<file path="src/rtl/core/sst_pkg.sv">
// Shared types, constants and helper functions of the source tokeniser.
package sst_pkg;

    localparam int FRAC_BITS_DEF = 16;
    localparam int MAX_FRACTION_DIGITS_DEF = 9;

    // Scanner modes.
    typedef enum logic [3:0] {
        M_IDLE    = 4'd0,
        M_COMMENT = 4'd1,
        M_NUMBER  = 4'd2,
        M_NUMDOT  = 4'd3,
        M_FRAC    = 4'd4,
        M_NAME    = 4'd5,
        M_TEXT    = 4'd6,
        M_MINUS   = 4'd7,
        M_BAR     = 4'd8,
        M_EQUAL   = 4'd9,
        M_BANG    = 4'd10,
        M_LESS    = 4'd11,
        M_GREATER = 4'd12
    } mode_t;

    localparam logic [5:0] K_EOF     = 6'd0;
    localparam logic [5:0] K_ERROR   = 6'd1;
    localparam logic [5:0] K_INT     = 6'd2;
    localparam logic [5:0] K_REAL    = 6'd3;
    localparam logic [5:0] K_TEXT    = 6'd4;
    localparam logic [5:0] K_NAME    = 6'd5;
    localparam logic [5:0] K_PLUS    = 6'd33;
    localparam logic [5:0] K_MINUS   = 6'd34;
    localparam logic [5:0] K_STAR    = 6'd35;
    localparam logic [5:0] K_SLASH   = 6'd36;
    localparam logic [5:0] K_PCT     = 6'd37;
    localparam logic [5:0] K_CARET   = 6'd38;
    localparam logic [5:0] K_EQEQ    = 6'd39;
    localparam logic [5:0] K_NE      = 6'd40;
    localparam logic [5:0] K_LT      = 6'd41;
    localparam logic [5:0] K_LE      = 6'd42;
    localparam logic [5:0] K_GT      = 6'd43;
    localparam logic [5:0] K_GE      = 6'd44;
    localparam logic [5:0] K_ASSIGN  = 6'd45;
    localparam logic [5:0] K_LPAR    = 6'd46;
    localparam logic [5:0] K_RPAR    = 6'd47;
    localparam logic [5:0] K_LBRK    = 6'd48;
    localparam logic [5:0] K_RBRK    = 6'd49;
    localparam logic [5:0] K_LBRC    = 6'd50;
    localparam logic [5:0] K_RBRC    = 6'd51;
    localparam logic [5:0] K_COMMA   = 6'd52;
    localparam logic [5:0] K_COLON   = 6'd53;
    localparam logic [5:0] K_DOT     = 6'd54;
    localparam logic [5:0] K_ARROW   = 6'd55;
    localparam logic [5:0] K_PIPE    = 6'd56;
    localparam logic [5:0] K_NEWLINE = 6'd57;

    localparam int NUM_KW = 29;

    typedef struct packed {
        logic [5:0]  kind;
        logic [31:0] start;
        logic [15:0] length;
        logic [31:0] line;
        logic [63:0] ival;
        logic [63:0] rval;
    } token_t;

    // Datapath status seen by the controller.
    typedef struct packed {
        logic busy;       // token queue or divider still working
    } dp_status_t;

    // Controller commands to the datapath.
    typedef struct packed {
        logic take;       // run one scanner step on the input transfer
    } dp_cmd_t;

    // Keyword packing: bytes little-endian in 56 bits, plus length.
    function automatic logic [55:0] kw_packed(input int i);
        logic [55:0] p;
        p = '0;
        case (i)
            0:  p = 56'h74656c;
            1:  p = 56'h796173;
            2:  p = 56'h6b7361;
            3:  p = 56'h6669;
            4:  p = 56'h6e656874;
            5:  p = 56'h65736c65;
            6:  p = 56'h646e65;
            7:  p = 56'h656c696877;
            8:  p = 56'h7461657065_72;
            9:  p = 56'h6c69746e75;
            10: p = 56'h726f66;
            11: p = 56'h68636165;
            12: p = 56'h6e69;
            13: p = 56'h6e7566;
            14: p = 56'h6e72757465_72;
            15: p = 56'h6b61657262;
            16: p = 56'h70696b73;
            17: p = 56'h686374616d;
            18: p = 56'h6e656877;
            19: p = 56'h646e61;
            20: p = 56'h726f;
            21: p = 56'h746f6e;
            22: p = 56'h7369;
            23: p = 56'h65757274;
            24: p = 56'h736579;
            25: p = 56'h65736c6166;
            26: p = 56'h6f6e;
            27: p = 56'h676e696874_6f6e;
            default: p = 56'h6f74;
        endcase
        return p;
    endfunction

    function automatic logic [2:0] kw_len(input int i);
        logic [2:0] n;
        case (i)
            3, 12, 20, 22, 26, 28: n = 3'd2;
            4, 5, 11, 16, 18, 23: n = 3'd4;
            7, 9, 15, 17, 25: n = 3'd5;
            8, 14: n = 3'd6;
            27: n = 3'd7;
            default: n = 3'd3;
        endcase
        return n;
    endfunction

    function automatic logic [5:0] kw_kind(input int i);
        logic [5:0] k;
        if (i <= 23) k = 6'(i + 6);
        else if (i == 24) k = 6'd29;
        else if (i <= 26) k = 6'd30;
        else k = 6'(i + 4);
        return k;
    endfunction

    function automatic logic numeral_char(input logic [7:0] c);
        return (c >= 8'h30) && (c <= 8'h39);
    endfunction

    function automatic logic letter_char(input logic [7:0] c);
        return ((c >= 8'h61) && (c <= 8'h7a)) || ((c >= 8'h41) && (c <= 8'h5a))
            || (c == 8'h5f);
    endfunction

    function automatic logic [15:0] sat_add(input logic [15:0] a, input logic [1:0] b);
        logic [16:0] s;
        s = {1'b0, a} + {15'd0, b};
        return s[16] ? 16'hffff : s[15:0];
    endfunction

    function automatic logic [63:0] pow10(input logic [3:0] k);
        logic [63:0] p;
        case (k)
            4'd0: p = 64'd1;
            4'd1: p = 64'd10;
            4'd2: p = 64'd100;
            4'd3: p = 64'd1000;
            4'd4: p = 64'd10000;
            4'd5: p = 64'd100000;
            4'd6: p = 64'd1000000;
            4'd7: p = 64'd10000000;
            4'd8: p = 64'd100000000;
            default: p = 64'd1000000000;
        endcase
        return p;
    endfunction

endpackage

</file>
<file path="src/rtl/core/sst_if.sv">
// Valid/ready channel interfaces for bytes in and tokens out.
interface sst_byte_if;
    logic       valid;
    logic       ready;
    logic       kind;
    logic [7:0] byte_value;
    modport source (output valid, kind, byte_value, input ready);
    modport sink (input valid, kind, byte_value, output ready);
endinterface

interface sst_token_if;
    logic        valid;
    logic        ready;
    logic [5:0]  token_kind;
    logic [31:0] token_start;
    logic [15:0] token_length;
    logic [31:0] token_line;
    logic [63:0] integer_value;
    logic [63:0] real_value;
    logic        last_of_run;
    modport source (output valid, token_kind, token_start, token_length, token_line,
                    integer_value, real_value, last_of_run, input ready);
    modport sink (input valid, token_kind, token_start, token_length, token_line,
                  integer_value, real_value, last_of_run, output ready);
endinterface

</file>
<file path="src/rtl/core/sst_ctrl.sv">
// Controller: accepts a byte when the datapath has drained its previous step.
module sst_ctrl (
    input  logic                clk,
    input  logic                rst_n,
    input  logic                in_valid,
    output logic                in_ready,
    input  sst_pkg::dp_status_t status,
    output sst_pkg::dp_cmd_t    cmd
);
    typedef enum logic [1:0] {
        S_READY = 2'b01,
        S_WAIT  = 2'b10
    } state_t;

    state_t state_reg, state_next;

    always_ff @(posedge clk or negedge rst_n)
    begin
        if (!rst_n)
        begin
            state_reg <= S_READY;
        end
        else
        begin
            state_reg <= state_next;
        end
    end

    always_comb
    begin
        state_next = state_reg;
        in_ready = 1'b0;
        case (state_reg)
            S_READY:
            begin
                in_ready = !status.busy;
                if (in_valid && !status.busy)
                begin
                    state_next = S_WAIT;
                end
            end
            S_WAIT:
            begin
                // wait here so the step's tokens reach the queue
                state_next = S_READY;
            end
            default: state_next = S_READY;
        endcase
        cmd.take = in_valid && in_ready;
    end
endmodule

</file>
<file path="src/rtl/core/sst_div.sv">
// Restoring divider for the fraction part: one quotient bit a cycle.
module sst_div #(
    parameter int FRAC_BITS = sst_pkg::FRAC_BITS_DEF
) (
    input  logic        clk,
    input  logic        rst_n,
    input  logic        start,
    input  logic [63:0] dividend,
    input  logic [29:0] divisor,
    output logic        busy,
    output logic        done,
    output logic [63:0] quotient
);
    localparam int NB = 30 + FRAC_BITS;
    localparam int CW = $clog2(NB + 1);

    logic [NB-1:0] num_reg;
    logic [30:0]   rem_reg;
    logic [29:0]   den_reg;
    logic [CW-1:0] cnt_reg;
    logic          busy_reg, done_reg;
    logic [30:0]   trial;
    logic [31:0]   diff;

    assign trial = {rem_reg[29:0], num_reg[NB-1]};
    assign diff = {1'b0, trial} - {2'b00, den_reg};

    always_ff @(posedge clk or negedge rst_n)
    begin
        if (!rst_n)
        begin
            busy_reg <= 1'b0;
            done_reg <= 1'b0;
            cnt_reg <= '0;
        end
        else
        begin
            done_reg <= 1'b0;
            if (start)
            begin
                busy_reg <= 1'b1;
                cnt_reg <= CW'(NB);
            end
            else if (busy_reg)
            begin
                cnt_reg <= cnt_reg - 1'b1;
                if (cnt_reg == CW'(1))
                begin
                    busy_reg <= 1'b0;
                    done_reg <= 1'b1;
                end
            end
        end
    end

    always_ff @(posedge clk)
    begin
        if (start)
        begin
            num_reg <= dividend[NB-1:0];
            den_reg <= divisor;
            rem_reg <= '0;
        end
        else if (busy_reg)
        begin
            num_reg <= {num_reg[NB-2:0], !diff[31]};
            rem_reg <= diff[31] ? trial : diff[30:0];
        end
    end

    assign busy = busy_reg;
    assign done = done_reg;
    assign quotient = 64'(num_reg);
endmodule

</file>
<file path="src/rtl/core/sst_dp.sv">
// Datapath: scanner state, token builder, three-entry token queue and divider.
module sst_dp #(
    parameter int FRAC_BITS = sst_pkg::FRAC_BITS_DEF,
    parameter int MAX_FRACTION_DIGITS = sst_pkg::MAX_FRACTION_DIGITS_DEF
) (
    input  logic                clk,
    input  logic                rst_n,
    input  sst_pkg::dp_cmd_t    cmd,
    input  logic                in_kind,
    input  logic [7:0]          in_byte,
    output sst_pkg::dp_status_t status,
    output logic                out_valid,
    input  logic                out_ready,
    output sst_pkg::token_t     out_tok,
    output logic                out_last
);
    sst_pkg::mode_t mode_reg, mode_next;
    logic [31:0] line_reg, line_next;
    logic [31:0] offs_reg, offs_next;
    logic [31:0] pstart_reg, pstart_next;
    logic [15:0] plen_reg, plen_next;
    logic [31:0] pline_reg, pline_next;
    logic [63:0] whole_reg, whole_next;
    logic [29:0] fnum_reg, fnum_next;
    logic [3:0]  fcnt_reg, fcnt_next;
    logic [55:0] prefix_reg, prefix_next;
    logic        esc_reg, esc_next;

    // Up to three tokens per step; slot 0 may be a real awaiting division.
    sst_pkg::token_t q_reg [3];
    sst_pkg::token_t q_next [3];
    logic [1:0] qn_reg, qn_next, qh_reg;
    logic       wait_div_reg;

    sst_pkg::token_t t [3];
    logic [1:0] nt;
    logic need_div;
    logic [63:0] div_q;
    logic div_busy, div_done;
    logic [5:0] kw_hit;
    logic [63:0] ten_whole;
    logic [29:0] ten_frac;

    sst_div #(.FRAC_BITS(FRAC_BITS)) u_div (
        .clk(clk), .rst_n(rst_n), .start(cmd.take && need_div),
        .dividend({34'd0, fnum_reg} << FRAC_BITS),
        .divisor(30'(sst_pkg::pow10(fcnt_reg))),
        .busy(div_busy), .done(div_done), .quotient(div_q)
    );

    always_comb
    begin
        kw_hit = sst_pkg::K_NAME;
        for (int i = sst_pkg::NUM_KW - 1; i >= 0; i--)
        begin
            if (plen_reg == {13'd0, sst_pkg::kw_len(i)} && prefix_reg == sst_pkg::kw_packed(i))
            begin
                kw_hit = sst_pkg::kw_kind(i);
            end
        end
    end

    assign ten_whole = (whole_reg << 3) + (whole_reg << 1);
    assign ten_frac = (fnum_reg << 3) + (fnum_reg << 1);

    // One scanner step as in the behaviour: flush, then start byte.
    always_comb
    begin
        logic [7:0] c;
        logic eoi, do_flush, do_start;
        logic [5:0] sk, pk;
        logic [7:0] second;
        sst_pkg::token_t tk;
        c = in_byte;
        eoi = in_kind || (in_byte == 8'd0);
        do_flush = 1'b0;
        do_start = 1'b0;
        need_div = 1'b0;
        nt = 2'd0;
        for (int i = 0; i < 3; i++) t[i] = '0;
        mode_next = mode_reg;
        line_next = line_reg;
        offs_next = offs_reg + 32'd1;
        pstart_next = pstart_reg;
        plen_next = plen_reg;
        pline_next = pline_reg;
        whole_next = whole_reg;
        fnum_next = fnum_reg;
        fcnt_next = fcnt_reg;
        prefix_next = prefix_reg;
        esc_next = esc_reg;
        sk = sst_pkg::K_GT;
        second = 8'h3d;
        pk = sst_pkg::K_GE;
        case (mode_reg)
            sst_pkg::M_MINUS:   begin sk = sst_pkg::K_MINUS; second = 8'h3e; pk = sst_pkg::K_ARROW; end
            sst_pkg::M_BAR:     begin sk = sst_pkg::K_ERROR; second = 8'h3e; pk = sst_pkg::K_PIPE; end
            sst_pkg::M_EQUAL:   begin sk = sst_pkg::K_ASSIGN; pk = sst_pkg::K_EQEQ; end
            sst_pkg::M_BANG:    begin sk = sst_pkg::K_ERROR; pk = sst_pkg::K_NE; end
            sst_pkg::M_LESS:    begin sk = sst_pkg::K_LT; pk = sst_pkg::K_LE; end
            default: ;
        endcase
        tk = '0;
        tk.start = pstart_reg;
        tk.length = plen_reg;
        tk.line = pline_reg;
        if (eoi)
        begin
            do_flush = 1'b1;
        end
        else
        begin
            case (mode_reg)
                sst_pkg::M_IDLE: do_start = 1'b1;
                sst_pkg::M_COMMENT: do_start = (c == 8'h0a);
                sst_pkg::M_NUMBER:
                begin
                    if (sst_pkg::numeral_char(c))
                    begin
                        whole_next = ten_whole + {60'd0, c[3:0]};
                        plen_next = sst_pkg::sat_add(plen_reg, 2'd1);
                    end
                    else if (c == 8'h2e) mode_next = sst_pkg::M_NUMDOT;
                    else begin do_flush = 1'b1; do_start = 1'b1; end
                end
                sst_pkg::M_NUMDOT:
                begin
                    if (sst_pkg::numeral_char(c))
                    begin
                        mode_next = sst_pkg::M_FRAC;
                        plen_next = sst_pkg::sat_add(plen_reg, 2'd2);
                        fnum_next = {26'd0, c[3:0]};
                        fcnt_next = 4'd1;
                    end
                    else begin do_flush = 1'b1; do_start = 1'b1; end
                end
                sst_pkg::M_FRAC:
                begin
                    if (sst_pkg::numeral_char(c) && fcnt_reg < 4'(MAX_FRACTION_DIGITS))
                    begin
                        fnum_next = ten_frac + {26'd0, c[3:0]};
                        fcnt_next = fcnt_reg + 4'd1;
                        plen_next = sst_pkg::sat_add(plen_reg, 2'd1);
                    end
                    else begin do_flush = 1'b1; do_start = 1'b1; end
                end
                sst_pkg::M_NAME:
                begin
                    if (sst_pkg::letter_char(c) || sst_pkg::numeral_char(c))
                    begin
                        for (int b = 0; b < 7; b++)
                        begin
                            if (plen_reg == 16'(b)) prefix_next[8*b +: 8] = c;
                        end
                        plen_next = sst_pkg::sat_add(plen_reg, 2'd1);
                    end
                    else begin do_flush = 1'b1; do_start = 1'b1; end
                end
                sst_pkg::M_TEXT:
                begin
                    if (!esc_reg && c == 8'h22)
                    begin
                        tk.kind = sst_pkg::K_TEXT;
                        t[0] = tk;
                        nt = 2'd1;
                        mode_next = sst_pkg::M_IDLE;
                    end
                    else
                    begin
                        esc_next = esc_reg ? 1'b0 : (c == 8'h5c);
                        if (c == 8'h0a) line_next = line_reg + 32'd1;
                        plen_next = sst_pkg::sat_add(plen_reg, 2'd1);
                    end
                end
                default:
                begin
                    if (c == second)
                    begin
                        tk.kind = pk;
                        tk.length = 16'd2;
                        t[0] = tk;
                        nt = 2'd1;
                        mode_next = sst_pkg::M_IDLE;
                    end
                    else begin do_flush = 1'b1; do_start = 1'b1; end
                end
            endcase
        end
        if (do_flush)
        begin
            mode_next = sst_pkg::M_IDLE;
            case (mode_reg)
                sst_pkg::M_NUMBER:
                begin
                    tk.kind = sst_pkg::K_INT; tk.ival = whole_reg; t[0] = tk; nt = 2'd1;
                end
                sst_pkg::M_NUMDOT:
                begin
                    tk.kind = sst_pkg::K_INT; tk.ival = whole_reg; t[0] = tk;
                    t[1] = '0;
                    t[1].kind = sst_pkg::K_DOT;
                    t[1].start = offs_reg - 32'd1;
                    t[1].length = 16'd1;
                    t[1].line = pline_reg;
                    nt = 2'd2;
                end
                sst_pkg::M_FRAC:
                begin
                    tk.kind = sst_pkg::K_REAL;
                    tk.rval = whole_reg << FRAC_BITS;
                    t[0] = tk; nt = 2'd1; need_div = 1'b1;
                end
                sst_pkg::M_NAME:
                begin
                    tk.kind = (plen_reg <= 16'd7) ? kw_hit : sst_pkg::K_NAME;
                    t[0] = tk; nt = 2'd1;
                end
                sst_pkg::M_TEXT:
                begin
                    tk.kind = sst_pkg::K_TEXT; t[0] = tk; nt = 2'd1;
                end
                sst_pkg::M_MINUS, sst_pkg::M_BAR, sst_pkg::M_EQUAL, sst_pkg::M_BANG,
                sst_pkg::M_LESS, sst_pkg::M_GREATER:
                begin
                    tk.kind = sk; tk.length = 16'd1; t[0] = tk; nt = 2'd1;
                end
                default: ;
            endcase
        end
        if (eoi)
        begin
            t[nt] = '0;
            t[nt].kind = sst_pkg::K_EOF;
            t[nt].start = offs_reg;
            t[nt].line = line_reg;
            nt = nt + 2'd1;
            mode_next = sst_pkg::M_IDLE;
            line_next = 32'd1;
            offs_next = '0;
            pstart_next = '0;
            plen_next = '0;
            pline_next = 32'd1;
            whole_next = '0;
            fnum_next = '0;
            fcnt_next = '0;
            prefix_next = '0;
            esc_next = 1'b0;
        end
        else if (do_start)
        begin
            mode_next = sst_pkg::M_IDLE;
            tk = '0;
            tk.start = offs_reg;
            tk.length = 16'd1;
            tk.line = line_reg;
            if (c == 8'h20 || c == 8'h09 || c == 8'h0d)
            begin
            end
            else if (c == 8'h23) mode_next = sst_pkg::M_COMMENT;
            else if (c == 8'h0a)
            begin
                tk.kind = sst_pkg::K_NEWLINE;
                t[nt] = tk;
                nt = nt + 2'd1;
                line_next = line_reg + 32'd1;
            end
            else if (sst_pkg::numeral_char(c) || sst_pkg::letter_char(c) || c == 8'h22
                     || c == 8'h2d || c == 8'h7c || c == 8'h3d || c == 8'h21
                     || c == 8'h3c || c == 8'h3e)
            begin
                pstart_next = offs_reg;
                plen_next = 16'd1;
                pline_next = line_reg;
                if (sst_pkg::numeral_char(c))
                begin
                    mode_next = sst_pkg::M_NUMBER;
                    whole_next = {60'd0, c[3:0]};
                end
                else if (sst_pkg::letter_char(c))
                begin
                    mode_next = sst_pkg::M_NAME;
                    prefix_next = {48'd0, c};
                end
                else
                begin
                    case (c)
                        8'h22:
                        begin
                            mode_next = sst_pkg::M_TEXT;
                            pstart_next = offs_reg + 32'd1;
                            plen_next = 16'd0;
                            esc_next = 1'b0;
                        end
                        8'h2d: mode_next = sst_pkg::M_MINUS;
                        8'h7c: mode_next = sst_pkg::M_BAR;
                        8'h3d: mode_next = sst_pkg::M_EQUAL;
                        8'h21: mode_next = sst_pkg::M_BANG;
                        8'h3c: mode_next = sst_pkg::M_LESS;
                        default: mode_next = sst_pkg::M_GREATER;
                    endcase
                end
            end
            else
            begin
                case (c)
                    8'h2b: tk.kind = sst_pkg::K_PLUS;
                    8'h2a: tk.kind = sst_pkg::K_STAR;
                    8'h2f: tk.kind = sst_pkg::K_SLASH;
                    8'h25: tk.kind = sst_pkg::K_PCT;
                    8'h5e: tk.kind = sst_pkg::K_CARET;
                    8'h28: tk.kind = sst_pkg::K_LPAR;
                    8'h29: tk.kind = sst_pkg::K_RPAR;
                    8'h5b: tk.kind = sst_pkg::K_LBRK;
                    8'h5d: tk.kind = sst_pkg::K_RBRK;
                    8'h7b: tk.kind = sst_pkg::K_LBRC;
                    8'h7d: tk.kind = sst_pkg::K_RBRC;
                    8'h2c: tk.kind = sst_pkg::K_COMMA;
                    8'h3a: tk.kind = sst_pkg::K_COLON;
                    8'h2e: tk.kind = sst_pkg::K_DOT;
                    default: tk.kind = sst_pkg::K_ERROR;
                endcase
                t[nt] = tk;
                nt = nt + 2'd1;
            end
        end
    end

    // Queue: fill on a step, drain one transfer at a time from the head.
    always_comb
    begin
        for (int i = 0; i < 3; i++) q_next[i] = q_reg[i];
        qn_next = qn_reg;
        if (cmd.take)
        begin
            for (int i = 0; i < 3; i++) q_next[i] = t[i];
            qn_next = nt;
        end
        else if (div_done)
        begin
            q_next[0].rval = q_reg[0].rval + div_q;
        end
    end

    always_ff @(posedge clk or negedge rst_n)
    begin
        if (!rst_n)
        begin
            mode_reg <= sst_pkg::M_IDLE;
            line_reg <= 32'd1;
            offs_reg <= '0;
            pstart_reg <= '0;
            plen_reg <= '0;
            pline_reg <= 32'd1;
            whole_reg <= '0;
            fnum_reg <= '0;
            fcnt_reg <= '0;
            prefix_reg <= '0;
            esc_reg <= 1'b0;
            qn_reg <= '0;
            qh_reg <= '0;
            wait_div_reg <= 1'b0;
        end
        else
        begin
            if (cmd.take)
            begin
                mode_reg <= mode_next;
                line_reg <= line_next;
                offs_reg <= offs_next;
                pstart_reg <= pstart_next;
                plen_reg <= plen_next;
                pline_reg <= pline_next;
                whole_reg <= whole_next;
                fnum_reg <= fnum_next;
                fcnt_reg <= fcnt_next;
                prefix_reg <= prefix_next;
                esc_reg <= esc_next;
                qn_reg <= qn_next;
                qh_reg <= '0;
                wait_div_reg <= need_div;
            end
            else
            begin
                if (div_done) wait_div_reg <= 1'b0;
                if (out_valid && out_ready) qh_reg <= qh_reg + 2'd1;
            end
        end
    end

    always_ff @(posedge clk)
    begin
        for (int i = 0; i < 3; i++) q_reg[i] <= q_next[i];
    end

    assign out_valid = (qh_reg < qn_reg) && !wait_div_reg && !div_busy;
    assign out_tok = q_reg[qh_reg];
    assign out_last = (qh_reg + 2'd1 == qn_reg);
    assign status.busy = (qh_reg < qn_reg) || wait_div_reg || div_busy;
endmodule

</file>
<file path="src/rtl/core/script_source_tokenizer.sv">
// Top level of the source tokeniser: byte channel in, token channel out.
//
//  channel | role | payload                                     | transfer when
//  --------+------+---------------------------------------------+-----------------
//  src     | sink | kind, byte_value                            | valid && ready
//  tok     | src  | token_kind/start/length/line, values, last  | valid && ready
//
// A byte is taken and its tokens (0 to 3 transfers) are written to the token queue
// and offered from there; ready rises again once the last of them has gone, so no
// new byte is taken while tokens of the previous one are pending. A real number
// ending runs the fraction division in the shift-subtract divider, which holds the
// tokens back until its quotient is added. The token queue holds its head while
// the sink stalls. Reset is asynchronous and returns the scanner to line 1,
// offset 0, between tokens.
module script_source_tokenizer #(
    parameter int FRAC_BITS = sst_pkg::FRAC_BITS_DEF,
    parameter int MAX_FRACTION_DIGITS = sst_pkg::MAX_FRACTION_DIGITS_DEF
) (
    input logic           clk,
    input logic           rst_n,
    sst_byte_if.sink      src,
    sst_token_if.source   tok
);
    sst_pkg::dp_status_t status;
    sst_pkg::dp_cmd_t    cmd;
    sst_pkg::token_t     head;

    // Controller: paces transfers on the byte side.
    sst_ctrl u_ctrl (
        .clk(clk), .rst_n(rst_n),
        .in_valid(src.valid), .in_ready(src.ready),
        .status(status), .cmd(cmd)
    );

    // Datapath: scanner, keyword match, divider and token queue.
    sst_dp #(
        .FRAC_BITS(FRAC_BITS), .MAX_FRACTION_DIGITS(MAX_FRACTION_DIGITS)
    ) u_dp (
        .clk(clk), .rst_n(rst_n), .cmd(cmd),
        .in_kind(src.kind), .in_byte(src.byte_value),
        .status(status),
        .out_valid(tok.valid), .out_ready(tok.ready),
        .out_tok(head), .out_last(tok.last_of_run)
    );

    assign tok.token_kind = head.kind;
    assign tok.token_start = head.start;
    assign tok.token_length = head.length;
    assign tok.token_line = head.line;
    assign tok.integer_value = head.ival;
    assign tok.real_value = head.rval;
endmodule

</file>
<file path="src/flat_wrapper.sv">
// flat-port wrapper written by rule: the top's interface ports become plain ports
module script_source_tokenizer_flat 
#(
    parameter int FRAC_BITS = sst_pkg::FRAC_BITS_DEF,
    parameter int MAX_FRACTION_DIGITS = sst_pkg::MAX_FRACTION_DIGITS_DEF
)
  (clk, rst_n, src_valid, src_kind, src_byte_value, src_ready, tok_valid, tok_token_kind, tok_token_start, tok_token_length, tok_token_line, tok_integer_value, tok_real_value, tok_last_of_run, tok_ready);
  sst_byte_if src_i ();
  sst_token_if tok_i ();
  input logic clk;
  input logic rst_n;
  input wire logic [$bits(src_i.valid)-1:0] src_valid;
  input wire logic [$bits(src_i.kind)-1:0] src_kind;
  input wire logic [$bits(src_i.byte_value)-1:0] src_byte_value;
  output wire logic [$bits(src_i.ready)-1:0] src_ready;
  output wire logic [$bits(tok_i.valid)-1:0] tok_valid;
  output wire logic [$bits(tok_i.token_kind)-1:0] tok_token_kind;
  output wire logic [$bits(tok_i.token_start)-1:0] tok_token_start;
  output wire logic [$bits(tok_i.token_length)-1:0] tok_token_length;
  output wire logic [$bits(tok_i.token_line)-1:0] tok_token_line;
  output wire logic [$bits(tok_i.integer_value)-1:0] tok_integer_value;
  output wire logic [$bits(tok_i.real_value)-1:0] tok_real_value;
  output wire logic [$bits(tok_i.last_of_run)-1:0] tok_last_of_run;
  input wire logic [$bits(tok_i.ready)-1:0] tok_ready;
  assign src_i.valid = src_valid;
  assign src_i.kind = src_kind;
  assign src_i.byte_value = src_byte_value;
  assign src_ready = src_i.ready;
  assign tok_valid = tok_i.valid;
  assign tok_token_kind = tok_i.token_kind;
  assign tok_token_start = tok_i.token_start;
  assign tok_token_length = tok_i.token_length;
  assign tok_token_line = tok_i.token_line;
  assign tok_integer_value = tok_i.integer_value;
  assign tok_real_value = tok_i.real_value;
  assign tok_last_of_run = tok_i.last_of_run;
  assign tok_i.ready = tok_ready;
  script_source_tokenizer #(.FRAC_BITS(FRAC_BITS), .MAX_FRACTION_DIGITS(MAX_FRACTION_DIGITS)) u_core (.clk(clk), .rst_n(rst_n), .src(src_i), .tok(tok_i));
endmodule
</file>
<file path="config.mk">
export PLATFORM = sky130hd
export DESIGN_NAME = script_source_tokenizer_flat
export DESIGN_NICKNAME = d
export VERILOG_FILES = /design/src/rtl/core/sst_pkg.sv /design/src/rtl/core/sst_if.sv /design/src/rtl/core/sst_ctrl.sv /design/src/rtl/core/sst_div.sv /design/src/rtl/core/sst_dp.sv /design/src/rtl/core/script_source_tokenizer.sv /design/src/flat_wrapper.sv
export SDC_FILE = /design/constraint.sdc
export NUM_CORES = 2
export LEC_CHECK = 0
export BUFFER_PORTS_ARGS = -buffer_cell sky130_fd_sc_hd__buf_2
export CAP_MARGIN = 20
export CORE_MARGIN = 3
export CORE_UTILIZATION = 35
export CTS_CLUSTER_DIAMETER = 200
export DETAILED_ROUTE_END_ITERATION = 8
export SYNTH_ARGS = -nofsm -noshare
export SYNTH_HDL_FRONTEND = slang
export SYNTH_SLANG_ARGS = --single-unit
</file>
<file path="constraint.sdc">
create_clock -name clk -period 13.8 [get_ports clk]
set_input_delay 0.69 -clock clk [delete_from_list [all_inputs] [get_ports clk]]
set_output_delay 0.69 -clock clk [all_outputs]
set_load 0.01 [all_outputs]
</file>
# Word-level counts from Yosys, hierarchy flattened
# Memories as Yosys holds them, arrays and structs flattened. A register that Yosys moved wholly into a read port is not among the register bits.
# Cells that the tools add are included.
[op_classes]
n_addsub = 15
n_lt_le_gt_ge = 11
n_eq_ne = 92
mux = 215
bitwise_logic = 3
n_reduce_logical = 82
[op_table]
columns = ["op", "count"]
rows = [
  ["642-bit two-way mux", 6],
  ["642-bit bitwise mux", 5],
  ["214-bit demux with 2-bit select", 4],
  ["214-bit two-way mux", 5],
  ["214-bit one-hot mux with 5 select lines", 1],
  ["428-bit two-way mux", 2],
  ["32-bit two-way mux", 24],
  ["64-bit two-way mux", 11],
  ["642-bit bitwise AND", 1],
  ["642-bit NOT", 1],
  ["56-bit two-way mux", 10],
  ["56-bit by 23-bit == test with 1-bit output (second input constant)", 9],
  ["214-bit one-hot mux with 2 select lines", 1],
  ["56-bit by 15-bit == test with 1-bit output (second input constant)", 6],
  ["56-bit by 31-bit == test with 1-bit output (second input constant)", 6],
  ["56-bit by 39-bit == test with 1-bit output (second input constant)", 5],
  ["6-bit two-way mux", 38],
  ["211-bit two-way mux", 1],
  ["16-bit two-way mux", 13],
  ["208-bit two-way mux", 1],
  ["160-bit two-way mux", 1],
  ["150-bit two-way mux", 1],
  ["8-bit by 6-bit == test with 1-bit output (second input constant)", 17],
  ["30-bit two-way mux", 4],
  ["77 further kinds", 245],
]
[word_totals]
regBits = 394
ramBits = 642
mem_bits_ro = 480
input_bits = 13
output_inout_bits = 217
word_cells = 441
n_memories = 2
[memory_table]
columns = ["memory", "words", "word_bits", "read_ports", "rd_ports_with_merged_regs", "write_ports", "line", "text"]
rows = [
  ["u_core.u_dp.q_reg", 3, 214, 2, 0, 3, "sst_dp.sv:30", "sst_pkg::token_t q_reg [3];"],
  ["(name not given)", 16, 30, 1, 1, 0, "sst_pkg.sv:154", "case (k)"],
]

# Depth between registers and ports, before layout
[depth]
word_depth = 42
mapped_depth = 21

# Modules after synthesis
# A second synthesis with hierarchy kept.
[unflattened]
hier_cells = 5347
hier_area_um2 = 49272.3
[modules_own_cells]
columns = ["module", "n_inst", "cells_each", "area_each_um2", "seq_area_each_um2"]
rows = [
  ["sst_dp", 1, 4780, 42894.9, 18400.1],
  ["sst_div", 1, 561, 6282.3, 3083.0],
  ["sst_ctrl", 1, 6, 95.1, 51.3],
]

# Worst setup path before layout
# No wires, ideal clock.
[synth_timing]
kind = "register to register"
from = "register u_core.u_dp.qh_reg[0]"
to = "memory u_core.u_dp.q_reg[0][100] (netlist bit) (enable)"
setup_time_ns = 0.770
arrival_ns = 10.631
slack_ns = 2.399
stages_incl_launch_ff = 13
path_buffers = 5
period_less_slack_ns = 11.401
cell_sequence = "dfrtp_1 > clkbuf_1 > clkbuf_1 > inv_1 > ha_1 > inv_1 > a21oi_1 > nor4bb_1 > nand2_1 > inv_1 > clkbuf_1 > clkbuf_1 > clkbuf_1"
[synth_rtl]
columns = ["item", "line", "text"]
rows = [
  ["from (decl)", "sst_dp.sv:32", "logic [1:0] qn_reg, qn_next, qh_reg;"],
  ["from (signal assigned)", "sst_dp.sv:385", "if (out_valid && out_ready) qh_reg <= qh_reg + 2'd1;"],
  ["to (decl)", "sst_dp.sv:30", ""],
]

==> reports/qor.yml <==
yosys:
  synth-main-ff-cell: "edfxtp_1"
  synthAdderAreaFrac_pct: 7.36
  synthSimpleGateAreaFrac_pct: 19.9
  netlist_instances: 5281
  ys_top_cells_by_area: "edfxtp_1 25%, dfrtp_1 16%, ha_1 7.1%, o21ai_0 6.4%, nand2_1 6.2%"
  synth_top_area_share_pct: 25.5
  ys_async_sr_fraction_pct: 41.1
  synth_warnings: 0
  syn_area_sq_um: 48200
  synthXorXnorAreaFrac_pct: 3.87
  yosysTopAreaCell: "edfxtp_1"
  ys_seq_area_share_pct: 43.9
  muxShareOfSynthArea_pct: 1.96
  synth.distinct_cells: 96
  ys_ff_latch: 773
  synth_compound_area_share_pct: 19.3
  synth_edf_count: 409
  synth_top_family_by_area: "simple AND/OR/NAND/NOR gates"
  syn_nets: 5574
  avgSynthCellArea_sq_um: 9.13
die:
  num_rows: 135
  initial_core_util_pct: 35.4
  dieArea_sq_um: 142000
  io_pins: 230
  core_sq_um: 136000
  die_w_microns: 377
  die_h_microns: 377
timing:
  hold_viol: 0
  worst_pin_slew_ps: 1070
  rsz0062_at_grt: "no"
  fin_crit_sh_pct: 43.0
  relSlewSlack_pct: 28.6
  setup_viol: 0
  clock_skew_ps: 43.8
  finalCriticalPeriod_ps: 5930
  setup_tns_ps: 0
  fmax_mhz: 169
  hold_slack_ps: 309
  drv_slew: 0
  worst_slack_ps: 7870
run_status:
  status: "finished clean"
routing:
  antenna_left: 0
  drcViolationCount: 0
  drt-wirelength-per-cell_microns: 20.1
  dr.pass1.iters: 5
  routed_wl_microns: 144000
  vias: 39900
  drt-initial-drc-count: 3473
  routed_via_density: 5.56
clock_network:
  cts-root-buf: "clkbuf_16"
  post_cts_buffers: 0
  cts.sinks: 773
  clock_latency_ps: 720
  cts_tree: "yes"
  htree_levels: 3
  cts_max_path_buffers: 3
  path_clk_slew_ps: 60
  numCtsBuffers: 92
layout:
  layoutNonFillerInstCount: 7179
  stdcell_area_sq_um: 53900
  drive_gt1_share_pct: 9.21
  fin_nets: 5608
  fin_util_pct: 39.6
  multi_input_area_sq_um: 25400
  seq_area_sq_um: 21200
  fillers: 13600
  syn2layout_area_growth_pct: 11.8
  largest_reg_flops: 356
setup_path:
  cp_max_fo: 93
  worstReg2RegEnd: "u_core.u_dp.q_reg[0][134]"
  r2r_setup_slack_ps: 7870
  cp-end-kind: "register"
  reg2reg_depth: 13
  critical_path_class: "reg -> reg"
  worstPathRequired_ps: 14220
  critPathLaunchType: "register"
  cp_data_arrival_time_ps: 6350
  timing.rr.start: "u_core.u_dp.mode_reg[2]"
job:
  drv_cap: 0
power_and_ir_drop:
  totalPowerFinal_mw: 4.97
  p_seq_share_pct: 48.6
  total_leakage_power_nw: 21.6
  ir_worst_vdd_v: 0.0000915
  p_int_mw: 3.84
  swShare_pct: 22.7
  p_clk_share_pct: 49.7
  power_density_nw_per_um2: 92.2
  p_switching_mw: 1.13
  comb_power_share_pct: 1.7
grt:
  grt_pass1_wl_microns: 225000
  grt_max_degree: 122
  grtUsageTotal_pct: 19.8
  grt-ovfl-total: 0
  antenna_found_initial: 10
  grt_pass1_vias: 38300
placed_design:
  preCtsSetupSlack_ps: 7550
  dp_hpwl_microns: 98100
  port_buffers: 229
  dp.cells: 7000
  place_area_sq_um: 50800
  gp_congestion: 0.894
hold_path:
  hold_class: "in -> reg"
  worstHoldStart: "tok_ready"
  holdPathEnd: "u_core.u_dp.qh_reg[0]"
  worst_hold_path.num_cells: 4
-- power by group through the flow --
stage          clock network (mW)  logic (mW)  registers [mW]
2_1_floorplan                   0      0.0378            2.46
3_3_place_gp                    0      0.0845            2.46
3_5_place_dp                    0      0.0843            2.46
4_1_cts                      2.52      0.0849            2.41
5_1_grt                      2.61      0.0930            2.41
6_report                     2.47      0.0842            2.41
-- cell usage after synthesis (51+ instances only) --
library cell    n
nor2b_1        51
nand4_1        61
edfxtp_1      409
o21ai_0       616
mux2i_1        92
o31ai_1        81
and2_1        264
xor2_1         96
clkbuf_1      289
dfrtp_1       315
a21oi_1       256
nand2_1       794
nand3_1       116
a22o_1        125
nor3_1         78
and3_1        123
xnor2_1       117
a21o_1         83
nor2_1        281
inv_1         110
ha_1          274
-- worst max path at each step --
stage / startpoint / end / slack [ps] / cells past startpoint
floorplan: u_core.u_dp.qh_reg[0] / u_core.u_dp.q_reg[0][100] / 2400 / 12
global placement: src_byte_value[0] / u_core.u_dp.q_reg[0][183] / 7730 / 14
detailed placement: src_byte_value[0] / u_core.u_dp.q_reg[0][178] / 7550 / 14
CTS: u_core.u_dp.mode_reg[2] / u_core.u_dp.q_reg[0][178] / 7920 / 13
global route: u_core.u_dp.mode_reg[2] / u_core.u_dp.q_reg[0][191] / 7480 / 13
finish: u_core.u_dp.mode_reg[2] / u_core.u_dp.q_reg[0][134] / 7870 / 13
-- per-layer routing --
layer	wire [microns]	GRT usage [%]
met4	2650	4.84
met5	27	0
met3	8670	2.70
met2	64400	31.0
met1	68300	28.8
-- placed cells by master (no fill, tap or decap), drive strengths merged, types with 117 or more instances in the layout --
master  netlist  final
a21oi       257    257
a22o        125    125
dfrtp       315    315
ha          274    274
buf          51    281
nor2        284    284
and2        268    268
xnor2       117    117
o21ai       654    654
nand2       795    795
and3        123    123
edfxtp      409    409
clkbuf      291    131
-- critical path, stage by stage (launching register included) --
cell	delay, ps
dfrtp_1	800
nor2b_1	300
a22o_1	210
mux2i_1	240
nand3_1	250
o22ai_2	450
nand2_1	320
nand2_1	140
buf_4	380
ha_1	380
inv_1	190
nor2_4	810
buf_4	840
o21ai_0	260
-- what timing repair did --
item	4_1_cts	5_1_grt
hold buffers	1	0
endpoints found under the setup margin	0	0
hold endpoints to repair	71	0
resized for setup	0	0
-- cells by family after synthesis --
logic type,count (synthesis)
fa+ha+maj,280
simple gates,1975
buf+inv,453
flops,773
xor+xnor,213
mux,94
compound gates,1493
-- layout make-up --
type / count / share of cell area (%)
well taps: 1781 / 4.14
flip-flops and latches: 773 / 39.3
clock inverters: 43 / 0.889
repair buffers: 282 / 2.88
multi-input cells: 4055 / 47.1
diodes: 3 / 0.0139
clock buffers: 131 / 4.85
inverters: 111 / 0.787
No activity file was read; power rests on OpenSTA's default activity.
